<file path="config.mk">
export PLATFORM = sky130hd
export DESIGN_NAME = datetime_check_min_max_sum
export DESIGN_NICKNAME = d
export VERILOG_FILES = /design/src/sv/dtcheck_pkg.sv /design/src/sv/dtcheck_front.sv /design/src/sv/dtcheck_fifo.sv /design/src/sv/dtcheck_back.sv /design/src/sv/datetime_check_min_max_sum.sv
export SDC_FILE = /design/constraint.sdc
export NUM_CORES = 2
export LEC_CHECK = 0
export BUFFER_PORTS_ARGS = -buffer_cell sky130_fd_sc_hd__buf_2
export CORE_MARGIN = 2
export CORE_UTILIZATION = 35
export DETAILED_ROUTE_END_ITERATION = 10
export GPL_ROUTABILITY_DRIVEN = 1
export PLACE_DENSITY = 0.51
export SETUP_SLACK_MARGIN = 0.5
export SLEW_MARGIN = 5
export SYNTH_ARGS = -nofsm -noshare
export SYNTH_HDL_FRONTEND = slang
export SYNTH_SLANG_ARGS = --single-unit
</file>
<file path="constraint.sdc">
create_clock -name clk_i -period 11.7 [get_ports clk_i]
set_input_delay 0.585 -clock clk_i [delete_from_list [all_inputs] [get_ports clk_i]]
set_output_delay 0.585 -clock clk_i [all_outputs]
set_load 0.005 [all_outputs]
</file>
<file path="src/sv/dtcheck_pkg.sv">
// ----------------------------------------------------------------------------
// dtcheck_pkg
// Shared types for the date-time checker: record in, result out, and the
// classified record that travels from the front end to the back end.
// ----------------------------------------------------------------------------
`default_nettype none

package dtcheck_pkg;

  localparam int unsigned DateW  = 28;  // yyyymmdd, year up to 16383
  localparam int unsigned TodW   = 19;  // hhmmss, fields up to their bit range
  localparam int unsigned StampW = 47;
  localparam int unsigned CountW = 32;
  localparam int unsigned SumW   = 40;
  localparam int unsigned AmtW   = 24;
  localparam int unsigned IdW    = 16;

  typedef struct packed {
    logic [4:0]      day_of_month;
    logic [3:0]      month_num;
    logic [13:0]     year_num;
    logic [4:0]      hour_num;
    logic [5:0]      minute_num;
    logic [5:0]      second_num;
    logic [IdW-1:0]  record_id;
    logic [AmtW-1:0] amount_cents;
  } rec_in_t;

  typedef struct packed {
    logic              record_valid;
    logic [StampW-1:0] record_stamp;
    logic [CountW-1:0] valid_total_count;
    logic [CountW-1:0] invalid_total_count;
    logic [SumW-1:0]   amount_sum;
    logic [AmtW-1:0]   largest_amount;
    logic [IdW-1:0]    largest_id;
    logic [StampW-1:0] largest_stamp;
    logic [AmtW-1:0]   smallest_amount;
    logic [IdW-1:0]    smallest_id;
    logic [StampW-1:0] smallest_stamp;
  } rec_out_t;

  // Classified record: check verdict plus the two halves of the decimal key.
  typedef struct packed {
    logic             ok;
    logic [DateW-1:0] date;
    logic [TodW-1:0]  tod;
    logic [IdW-1:0]   record_id;
    logic [AmtW-1:0]  amount_cents;
  } cls_t;

endpackage

`default_nettype wire

</file>
<file path="src/sv/dtcheck_front.sv">
// ----------------------------------------------------------------------------
// dtcheck_front
// Calendar check of one record and the decimal yyyymmdd / hhmmss halves.
// ----------------------------------------------------------------------------
`default_nettype none

module dtcheck_front (
  input  dtcheck_pkg::rec_in_t rec_i,
  output dtcheck_pkg::cls_t    cls_o
);

  localparam logic [13:0] YearScale = 14'd10000;
  localparam logic [13:0] MidScale  = 14'd100;
  localparam logic [12:0] Recip25   = 13'd5243;  // ceil(2^17 / 25)
  localparam logic [4:0]  Div25     = 5'd25;
  localparam logic [3:0]  MonthMax  = 4'd12;
  localparam logic [4:0]  HourMax   = 5'd23;
  localparam logic [5:0]  MinSecMax = 6'd59;
  localparam logic [4:0]  Days31    = 5'd31;
  localparam logic [4:0]  Days30    = 5'd30;
  localparam logic [4:0]  Days29    = 5'd29;
  localparam logic [4:0]  Days28    = 5'd28;

  logic [26:0] q25_prod;
  logic [9:0]  q25;
  logic [13:0] r25;
  logic        by25;
  logic        leap;
  logic [4:0]  mdays;
  logic        ok;

  // year mod 25 via reciprocal; exact for 14-bit years
  assign q25_prod = 27'(rec_i.year_num) * 27'(Recip25);
  assign q25      = q25_prod[26:17];
  assign r25      = rec_i.year_num - 14'(15'(q25) * 15'(Div25));
  assign by25     = (r25 == 14'd0);

  // div by 400 == div by 16 and 25; div by 100 == div by 4 and 25
  assign leap = (rec_i.year_num[1:0] == 2'd0) &&
                (!by25 || (rec_i.year_num[3:0] == 4'd0));

  always_comb begin
    unique case (rec_i.month_num) inside
      4'd1, 4'd3, 4'd5, 4'd7, 4'd8, 4'd10, 4'd12: mdays = Days31;
      4'd4, 4'd6, 4'd9, 4'd11:                    mdays = Days30;
      default:                                    mdays = leap ? Days29 : Days28;
    endcase
  end

  assign ok = (rec_i.year_num != 14'd0) &&
              (rec_i.month_num != 4'd0) && (rec_i.month_num <= MonthMax) &&
              (rec_i.day_of_month != 5'd0) && (rec_i.day_of_month <= mdays) &&
              (rec_i.hour_num <= HourMax) &&
              (rec_i.minute_num <= MinSecMax) &&
              (rec_i.second_num <= MinSecMax);

  always_comb begin
    cls_o.ok   = ok;
    cls_o.date = dtcheck_pkg::DateW'(rec_i.year_num) * dtcheck_pkg::DateW'(YearScale) +
                 dtcheck_pkg::DateW'(rec_i.month_num) * dtcheck_pkg::DateW'(MidScale) +
                 dtcheck_pkg::DateW'(rec_i.day_of_month);
    cls_o.tod  = dtcheck_pkg::TodW'(rec_i.hour_num) * dtcheck_pkg::TodW'(YearScale) +
                 dtcheck_pkg::TodW'(rec_i.minute_num) * dtcheck_pkg::TodW'(MidScale) +
                 dtcheck_pkg::TodW'(rec_i.second_num);
    cls_o.record_id    = rec_i.record_id;
    cls_o.amount_cents = rec_i.amount_cents;
  end

endmodule

`default_nettype wire

</file>
<file path="src/sv/dtcheck_fifo.sv">
// ----------------------------------------------------------------------------
// dtcheck_fifo
// Short queue of classified records between front end and back end.
// ----------------------------------------------------------------------------
`default_nettype none

module dtcheck_fifo #(
  parameter int unsigned Depth = 2
) (
  input  logic              clk_i,
  input  logic              rst_ni,
  input  logic              wr_en_i,
  input  dtcheck_pkg::cls_t wr_data_i,
  output logic              full_o,
  input  logic              rd_en_i,
  output logic              rd_valid_o,
  output dtcheck_pkg::cls_t rd_data_o
);

  localparam int unsigned PtrW = (Depth > 1) ? $clog2(Depth) : 1;
  localparam int unsigned CntW = $clog2(Depth + 1);
  localparam logic [PtrW-1:0] LastPtr = PtrW'(Depth - 1);
  localparam logic [CntW-1:0] FullCnt = CntW'(Depth);

  dtcheck_pkg::cls_t mem_q [Depth];

  logic [PtrW-1:0] wr_ptr_q, wr_ptr_d;
  logic [PtrW-1:0] rd_ptr_q, rd_ptr_d;
  logic [CntW-1:0] cnt_q, cnt_d;
  logic            do_wr, do_rd;

  assign full_o     = (cnt_q == FullCnt);
  assign rd_valid_o = (cnt_q != '0);
  assign rd_data_o  = mem_q[rd_ptr_q];
  assign do_wr      = wr_en_i && !full_o;
  assign do_rd      = rd_en_i && rd_valid_o;

  always_comb begin
    wr_ptr_d = wr_ptr_q;
    rd_ptr_d = rd_ptr_q;
    cnt_d    = cnt_q;
    if (do_wr) begin
      wr_ptr_d = (wr_ptr_q == LastPtr) ? '0 : wr_ptr_q + PtrW'(1);
    end
    if (do_rd) begin
      rd_ptr_d = (rd_ptr_q == LastPtr) ? '0 : rd_ptr_q + PtrW'(1);
    end
    if (do_wr && !do_rd) begin
      cnt_d = cnt_q + CntW'(1);
    end else if (do_rd && !do_wr) begin
      cnt_d = cnt_q - CntW'(1);
    end
  end

  always_ff @(posedge clk_i or negedge rst_ni) begin
    if (!rst_ni) begin
      wr_ptr_q <= '0;
      rd_ptr_q <= '0;
      cnt_q    <= '0;
    end else begin
      wr_ptr_q <= wr_ptr_d;
      rd_ptr_q <= rd_ptr_d;
      cnt_q    <= cnt_d;
    end
  end

  always_ff @(posedge clk_i) begin
    if (do_wr) begin
      mem_q[wr_ptr_q] <= wr_data_i;
    end
  end

endmodule

`default_nettype wire

</file>
<file path="src/sv/dtcheck_back.sv">
// ----------------------------------------------------------------------------
// dtcheck_back
// Key multiply stage, then the accumulator update into the result register.
// ----------------------------------------------------------------------------
`default_nettype none

module dtcheck_back (
  input  logic                  clk_i,
  input  logic                  rst_ni,
  input  logic                  q_valid_i,
  input  dtcheck_pkg::cls_t     q_data_i,
  output logic                  q_pop_o,
  input  logic                  pop_i,
  output logic                  empty_o,
  output dtcheck_pkg::rec_out_t out_data_o
);

  localparam int unsigned StampW = dtcheck_pkg::StampW;
  localparam int unsigned CountW = dtcheck_pkg::CountW;
  localparam int unsigned SumW   = dtcheck_pkg::SumW;
  localparam int unsigned AmtW   = dtcheck_pkg::AmtW;
  localparam int unsigned IdW    = dtcheck_pkg::IdW;
  localparam logic [19:0]       KeyScale = 20'd1000000;
  localparam logic [CountW-1:0] CountMax = '1;
  localparam logic [SumW-1:0]   SumMax   = '1;

  typedef struct packed {
    logic              ok;
    logic [StampW-1:0] key;
    logic [IdW-1:0]    record_id;
    logic [AmtW-1:0]   amount_cents;
  } keyed_t;

  // key stage
  logic   a_valid_q;
  keyed_t a_q, a_d;
  logic   a_ready;
  logic [47:0] key_prod;

  // result stage and accumulators
  logic                  o_valid_q, o_valid_d;
  logic                  out_free;
  dtcheck_pkg::rec_out_t out_q, out_d;

  logic [CountW-1:0] good_q, good_d;
  logic [CountW-1:0] bad_q, bad_d;
  logic [SumW-1:0]   sum_q, sum_d;
  logic [AmtW-1:0]   top_amt_q, top_amt_d, low_amt_q, low_amt_d;
  logic [IdW-1:0]    top_id_q, top_id_d, low_id_q, low_id_d;
  logic [StampW-1:0] top_stamp_q, top_stamp_d, low_stamp_q, low_stamp_d;
  logic [SumW:0]     sum_wide;
  logic              first;
  logic              adv;

  assign out_free = !o_valid_q || pop_i;
  assign a_ready  = !a_valid_q || out_free;
  assign q_pop_o  = q_valid_i && a_ready;
  assign adv      = a_valid_q && out_free;

  assign key_prod = 48'(q_data_i.date) * 48'(KeyScale);

  always_comb begin
    a_d.ok           = q_data_i.ok;
    a_d.key          = q_data_i.ok ?
                       (key_prod[StampW-1:0] + StampW'(q_data_i.tod)) : '0;
    a_d.record_id    = q_data_i.record_id;
    a_d.amount_cents = q_data_i.amount_cents;
  end

  always_ff @(posedge clk_i or negedge rst_ni) begin
    if (!rst_ni) begin
      a_valid_q <= 1'b0;
    end else if (a_ready) begin
      a_valid_q <= q_valid_i;
    end
  end

  always_ff @(posedge clk_i) begin
    if (q_pop_o) begin
      a_q <= a_d;
    end
  end

  // accumulator update for the record leaving the key stage
  assign first    = (good_q == '0);
  assign sum_wide = {1'b0, sum_q} + (SumW + 1)'(a_q.amount_cents);

  always_comb begin
    good_d      = good_q;
    bad_d       = bad_q;
    sum_d       = sum_q;
    top_amt_d   = top_amt_q;
    top_id_d    = top_id_q;
    top_stamp_d = top_stamp_q;
    low_amt_d   = low_amt_q;
    low_id_d    = low_id_q;
    low_stamp_d = low_stamp_q;
    if (a_q.ok) begin
      if (good_q != CountMax) begin
        good_d = good_q + CountW'(1);
      end
      sum_d = sum_wide[SumW] ? SumMax : sum_wide[SumW-1:0];
      if (first || (a_q.amount_cents > top_amt_q)) begin
        top_amt_d   = a_q.amount_cents;
        top_id_d    = a_q.record_id;
        top_stamp_d = a_q.key;
      end
      if (first || (a_q.amount_cents < low_amt_q)) begin
        low_amt_d   = a_q.amount_cents;
        low_id_d    = a_q.record_id;
        low_stamp_d = a_q.key;
      end
    end else if (bad_q != CountMax) begin
      bad_d = bad_q + CountW'(1);
    end
  end

  always_comb begin
    out_d.record_valid        = a_q.ok;
    out_d.record_stamp        = a_q.key;
    out_d.valid_total_count   = good_d;
    out_d.invalid_total_count = bad_d;
    out_d.amount_sum          = sum_d;
    out_d.largest_amount      = top_amt_d;
    out_d.largest_id          = top_id_d;
    out_d.largest_stamp       = top_stamp_d;
    out_d.smallest_amount     = low_amt_d;
    out_d.smallest_id         = low_id_d;
    out_d.smallest_stamp      = low_stamp_d;
  end

  always_comb begin
    o_valid_d = o_valid_q;
    if (out_free) begin
      o_valid_d = a_valid_q;
    end
  end

  always_ff @(posedge clk_i or negedge rst_ni) begin
    if (!rst_ni) begin
      o_valid_q   <= 1'b0;
      good_q      <= '0;
      bad_q       <= '0;
      sum_q       <= '0;
      top_amt_q   <= '0;
      top_id_q    <= '0;
      top_stamp_q <= '0;
      low_amt_q   <= '0;
      low_id_q    <= '0;
      low_stamp_q <= '0;
    end else begin
      o_valid_q <= o_valid_d;
      if (adv) begin
        good_q      <= good_d;
        bad_q       <= bad_d;
        sum_q       <= sum_d;
        top_amt_q   <= top_amt_d;
        top_id_q    <= top_id_d;
        top_stamp_q <= top_stamp_d;
        low_amt_q   <= low_amt_d;
        low_id_q    <= low_id_d;
        low_stamp_q <= low_stamp_d;
      end
    end
  end

  always_ff @(posedge clk_i) begin
    if (adv) begin
      out_q <= out_d;
    end
  end

  assign empty_o    = !o_valid_q;
  assign out_data_o = out_q;

`ifndef ASSERT_OFF
  a_invalid_no_stamp: assert property (@(posedge clk_i) disable iff (!rst_ni)
    o_valid_q && !out_q.record_valid |-> out_q.record_stamp == '0)
    else $error("invalid record carries a nonzero stamp");

  a_good_monotonic: assert property (@(posedge clk_i) disable iff (!rst_ni)
    1'b1 |=> good_q >= $past(good_q))
    else $error("valid count went down");

  a_extremes_ordered: assert property (@(posedge clk_i) disable iff (!rst_ni)
    good_q != '0 |-> low_amt_q <= top_amt_q)
    else $error("smallest amount above largest amount");

  a_no_valid_zero_extremes: assert property (@(posedge clk_i) disable iff (!rst_ni)
    good_q == '0 |-> top_amt_q == '0 && low_amt_q == '0 && sum_q == '0)
    else $error("accumulators moved without a valid record");
`endif

endmodule

`default_nettype wire

</file>
<file path="src/sv/datetime_check_min_max_sum.sv">
// ----------------------------------------------------------------------------
// datetime_check_min_max_sum
// Gregorian date-time check per record with running valid/invalid counts,
// saturating amount sum, and largest / smallest amount with id and key.
// ----------------------------------------------------------------------------
//
//   channel  | ports                   | transfer when
//   ---------+-------------------------+------------------------
//   records  | push, full, in_data_i   | push && !full
//   results  | empty, pop, out_data_o  | pop && !empty
//
// One record per cycle sustained while results are popped; the accumulator
// compare-update is a single registered step, so it sets the rate.
// A pushed record passes the queue write, the key multiply stage and the
// accumulator / result register before its result shows.
// Reset clears the queue, the pipeline valids and all accumulators.
// A stalled result (pop low) holds the back end; the queue of FifoDepth
// records keeps taking pushes until it fills, then full rises.
// ----------------------------------------------------------------------------
`default_nettype none

module datetime_check_min_max_sum #(
  parameter int unsigned FifoDepth = 2
) (
  input  logic                  clk_i,
  input  logic                  rst_ni,
  input  logic                  push,
  output logic                  full,
  input  dtcheck_pkg::rec_in_t  in_data_i,
  output logic                  empty,
  input  logic                  pop,
  output dtcheck_pkg::rec_out_t out_data_o
);

  dtcheck_pkg::cls_t cls;       // classified record from the front end
  dtcheck_pkg::cls_t q_data;    // head of the queue
  logic              q_valid;
  logic              q_pop;

  // Front end: calendar check and key halves, straight into the queue.
  dtcheck_front u_front (
    .rec_i (in_data_i),
    .cls_o (cls)
  );

  // Decoupling queue; its full flag is the input backpressure.
  dtcheck_fifo #(
    .Depth (FifoDepth)
  ) u_fifo (
    .clk_i      (clk_i),
    .rst_ni     (rst_ni),
    .wr_en_i    (push),
    .wr_data_i  (cls),
    .full_o     (full),
    .rd_en_i    (q_pop),
    .rd_valid_o (q_valid),
    .rd_data_o  (q_data)
  );

  // Back end: key multiply, then accumulators and the result register.
  dtcheck_back u_back (
    .clk_i      (clk_i),
    .rst_ni     (rst_ni),
    .q_valid_i  (q_valid),
    .q_data_i   (q_data),
    .q_pop_o    (q_pop),
    .pop_i      (pop),
    .empty_o    (empty),
    .out_data_o (out_data_o)
  );

endmodule

`default_nettype wire

</file>
### Yosys cells after proc, flatten, opt, wreduce, memory -nomap -nowiden

Memories as Yosys holds them, arrays and structs flattened.
Index checks and enable logic that the tools add are counted.

* bits in registers: 698
* memory bits (writable): 176
* output and inout bits: 328
* word-level logic and storage cells: 133
* memories kept: 1

Memories
* u_fifo.mem_q: words 2, width 88, read ports 1, clocked after memory_dff 0, write ports 1, RTL line dtcheck_fifo.sv:25 `dtcheck_pkg::cls_t mem_q [Depth];`

* $add $sub $neg: 13
* $mul: 7
* order comparisons: 7
* eq/ne operators: 14
* mux-type cells: 26
* reductions and logical operators: 36

Operators by type and width (number)
* $mux 47: 4
* $mux 32: 4
* $mux 24: 4
* $mux 40: 2
* $add 32x1->32 const B: 2
* $mux 16: 4
* $ne 32x32->1 const B: 2
* $add 47x19->47: 1
* $add 40x24->41: 1
* $mul 28x14->41 const B: 1
* $logic_not 32->1: 1
* $add 28x11->28: 1
* $add 28x5->28: 1
* $mul 14x13->27 const B: 1
* $gt 24x24->1: 1
* $lt 24x24->1: 1
* $mul 14x10->24 const B: 1
* $eq 4x4->1 const B: 5
* $add 19x13->19: 1
* $add 19x6->19: 1
* $eq 4x3->1 const B: 4
* $mul 5x10->15 const B: 1
* $logic_and 1x1->1: 14
* $logic_not 14->1: 1
* other kinds (27): 44

### Longest topological paths before layout

* depth after elaboration: 14
* gate-level depth with buffers: 38
* gate-level depth less buffers: 38

### By module

Synthesis repeated with hierarchy kept, for this count alone.

* cell total of the unflattened synthesis: 5810
* area, all modules: 60479.3 um2

By module, submodules not included
* dtcheck_back: instances 1, cells each 4388, area each 43742.0 um2, seq. area each 19438.6 um2
* dtcheck_front: instances 1, cells each 1129, area each 10157.2 um2, seq. area each 0.0 um2
* dtcheck_fifo: instances 1, cells each 293, area each 6580.1 um2, seq. area each 5385.2 um2

### Worst setup path after synthesis

Ideal clock, no wire load.

* path kind: in2reg
* from: input pop
* to: register u_back.bad_q[25]
* setup time: 117 ps
* arrival time: 10803 ps
* data required time: 11583 ps
* slack: 780 ps
* stages on the path: 6
* cell sequence: nand2b_1 -> nand2_1 -> inv_1 -> buf_1 -> nand2_1 -> xnor2_1

* longest elaborated chain between the ends: 2

RTL lines
* from (decl): RTL line datetime_check_min_max_sum.sv:31 `input logic pop,`
* $logic_or 1x1->1: RTL line dtcheck_back.sv:55 `assign out_free = !o_valid_q || pop_i;`
* $logic_and 1x1->1: RTL line dtcheck_back.sv:58 `assign adv = a_valid_q && out_free;`
* net u_back.adv: RTL line dtcheck_back.sv:53 `logic adv;`
* to (signal assigned): RTL line dtcheck_back.sv:143 `bad_q <= '0;`
* to (signal assigned): RTL line dtcheck_back.sv:155 `bad_q <= bad_d;`
* to (decl): RTL line dtcheck_back.sv:46 `logic [CountW-1:0] bad_q, bad_d;`

The timed path passes the listed nets, and every way through them passes these cells.
A chain may end at the register's enable or synchronous reset.

==> reports/metrics.csv <==
stage;metric;value;unit
outcome;outcome;finished clean;
floorplan;die_area;155000;sq um
job;cap_violations;0;
yosys;yosys_warnings;0;
worst_setup_path;end_kind;flop;
layout;final_common_cell;edfxtp_1;
layout;final_util;0.403;
min_path;whs_path_depth;1;
timing;hold_violations;0;
global_route;grt_usage;0.168;
placed_design;post-dp-hpwl;97600;um
yosys;synth.net_count;5053;
worst_setup_path;critPathMaxFanout;7;
route;vias;32800;
floorplan;initial_core_util;0.353;
yosys;netlist_area;53100;sq um
timing;finalSetupViolCount;0;
worst_setup_path;reg2reg_depth;24;
worst_setup_path;cp-start-kind;input port;
clock_tree;path_clk_slew;60;ps
clock_tree;cts_buffer_depth;3;
yosys;yosysTopAreaCellShare;0.334;
worst_setup_path;worstReg2RegEnd;u_back.a_q[82];
worst_setup_path;crit_type;input port to flop;
floorplan;core;150000;sq um
worst_setup_path;cpMaxStageDelayCell;fa_1;
yosys;async_flop_share;0.325;
layout;design_area;60600;sq um
route;totalWireLength;130000;um
placed_design;dp_cells;6576;
floorplan;die_h;393;um
yosys;synth_largest_area_cell;edfxtp_1;
yosys;synthTopCellsByArea;edfxtp_1 33%, dfrtp_1 13%, ha_1 12%, mux2_2 8.6%, fa_1 8.4%;
route;drc;0;
worst_setup_path;regToRegSetupSlack;3320;ps
clock_tree;cts_resized;0;
timing;rsz0062_at_grt;no;
clock_tree;h-tree-depth;3;
worst_setup_path;cp.arrival;9830;ps
clock_tree;cts_root_buffer;clkbuf_16;
clock_tree;cts_setup_buffers;0;
yosys;synth_edf_count;590;
global_route;antenna_found_initial;16;
placed_design;dpl_cell_area;57600;sq um
worst_setup_path;crit_path_start;in_data_i[61];
route;post_drt_wl_per_cell;19.3;um
worst_setup_path;worstReg2RegStart;u_fifo.rd_ptr_q;
layout;layout_common_cells;590 x edfxtp_1, 519 x ha_1, 443 x inv_1, 410 x buf_2, 406 x mux2_2;
clock_tree;cts_buffers;92;
floorplan;die_x;393;um
clock_tree;hold_buffers;1;
timing;relSlewSlack;0.320;
clock_tree;cts_tree;done;
timing;min_period_over_period;0.805;
route;firstDrtPassIters;5;
timing;worstMarginPinSlew;1020;ps
yosys;ys_seq_elements;874;
route;final_antenna_net_count;0;
global_route;grt_pass1_vias;33700;
route;drtIter0Drc;1756;
timing;fin_skew;24.4;ps
worst_setup_path;slowest_delay;560;ps
layout;final_nets;5482;
timing;fin_setup_tns;0;ps
yosys;synthFlopType;edfxtp_1;
min_path;worstHoldPathType;input port to flop;
global_route;grt_max_degree;182;
global_route;overflow;0;
worst_setup_path;cp-endpoint;u_fifo.mem_q[1][87];
timing;timing.fmax;106;MHz
layout;drive_gt1_frac;0.220;
placed_design;io_buffer_count;411;
route;avgViaCountPerCell;4.86;
layout;synthToLayoutAreaGrowth;14.2;%
yosys;ys_seq_area_frac;0.468;
clock_tree;cts.sink_count;874;
layout;instances_no_fill;6754;
floorplan;rows;142;
yosys;syn_inst;4226;
clock_tree;insertion_delay;690;ps
worst_setup_path;cp.required;12120;ps
placed_design;place_congestion;0.847;
timing;slew_violations;0;
timing;period_needed;9410;ps
yosys;yosysUniqueCellTypes;99;
floorplan;io_pins;412;
yosys;syn_area_per_cell;12.6;sq um
global_route;grt_pass1_wl;203000;um
## worst max-delay path, delay by kind of cell
kind / cells / cell delay [ps]
xor+xnor: 1 / 270
mux: 1 / 110
buf+inv: 7 / 700
simple gates: 4 / 660
fa+ha+maj: 11 / 4600
compound gates: 13 / 2910
## sequential cells by signal, summed over array words and instances, names as in the netlist
signal              cells
u_back.a_valid_q        1
u_back.bad_q           32
u_back.low_stamp_q     47
u_fifo.rd_ptr_q         1
u_back.top_amt_q       24
u_back.out_data_o     326
u_fifo.mem_q          176
u_fifo.wr_ptr_q         1
u_back.top_stamp_q     47
u_back.sum_q           40
u_back.top_id_q        16
u_back.o_valid_q        1
u_back.low_id_q        16
u_fifo.cnt_q            2
u_back.low_amt_q       24
u_back.a_q             88
u_back.good_q          32
## synth_stat cells (all sizes together) (4+ instances only)
master,number
or2,12
nand2,178
o21ai,109
and2,32
a21oi,151
buf,36
a211oi,17
fa,224
o21a,26
nor2,196
nor4b,4
nor3,39
dfrtp,284
and4,18
a211o,4
nand4,46
o22a,39
edfxtp,590
a31oi,35
mux2i,39
nor4,16
a21o,62
and3,32
inv,445
a2111oi,4
a21boi,14
nor2b,29
o31ai,7
a221oi,4
xnor2,216
a41oi,6
or3,15
o211ai,17
a311oi,6
xor2,88
nand2b,25
o21bai,17
nand3,82
mux2,407
clkbuf,69
ha,519
nand4b,4
## cells by family after synthesis
| logic type | synth area share |
|---|---|
| multiplexers | 0.0938 |
| AND/OR/NAND/NOR | 0.0703 |
| AO/OA/AOI/OAI | 0.0712 |
| XOR/XNOR | 0.0506 |
| flip-flops | 0.468 |
| buffers and inverters | 0.0398 |
| adder cells (fa/ha/maj) | 0.207 |
## per-stage QoR
step / hold WS, ps / setup WS, ps
floorplan: 289 / 780
global placement: 477 / 1640
global route: 56.3 / 1650
finish: 84.3 / 2290
CTS: 21.4 / 2280
detailed placement: 487 / 1510
## final cells by class
| class | count | area [sq um] |
|---|---|---|
| multi-input combinational | 2801 | 26200 |
| timing repair buffer | 440 | 2300 |
| clock inverter | 40 | 372 |
| sequential | 874 | 24800 |
| antenna | 5 | 12.5 |
| tap | 2016 | 2520 |
| clock buffer | 132 | 2690 |
| inverter | 446 | 1680 |
| fill | 14500 | 89700 |
## worst min-delay path by stage
stage                                      start                      to  slack (ps)
after floorplan                           rst_ni        u_back.a_valid_q         290
after global placement          u_back.a_valid_q        u_back.o_valid_q         480
after detailed placement  u_back.top_stamp_q[21]  u_back.top_stamp_q[21]         490
after CTS                          in_data_i[18]     u_fifo.mem_q[1][18]          20
after global routing               in_data_i[18]     u_fifo.mem_q[1][18]          60
final                              in_data_i[18]     u_fifo.mem_q[1][18]          80
## layer usage
layer / wire length [um] / track usage / vias up
met5: 42 / 0 / -
met4: 2740 / 0.0458 / 8
met3: 5190 / 0.0222 / 130
met2: 62400 / 0.279 / 561
met1: 59900 / 0.229 / 16100
li1: - / - / 16000
Power is not shown: default switching activity piles up to over one toggle a cycle in this logic, so the estimate is an artifact.
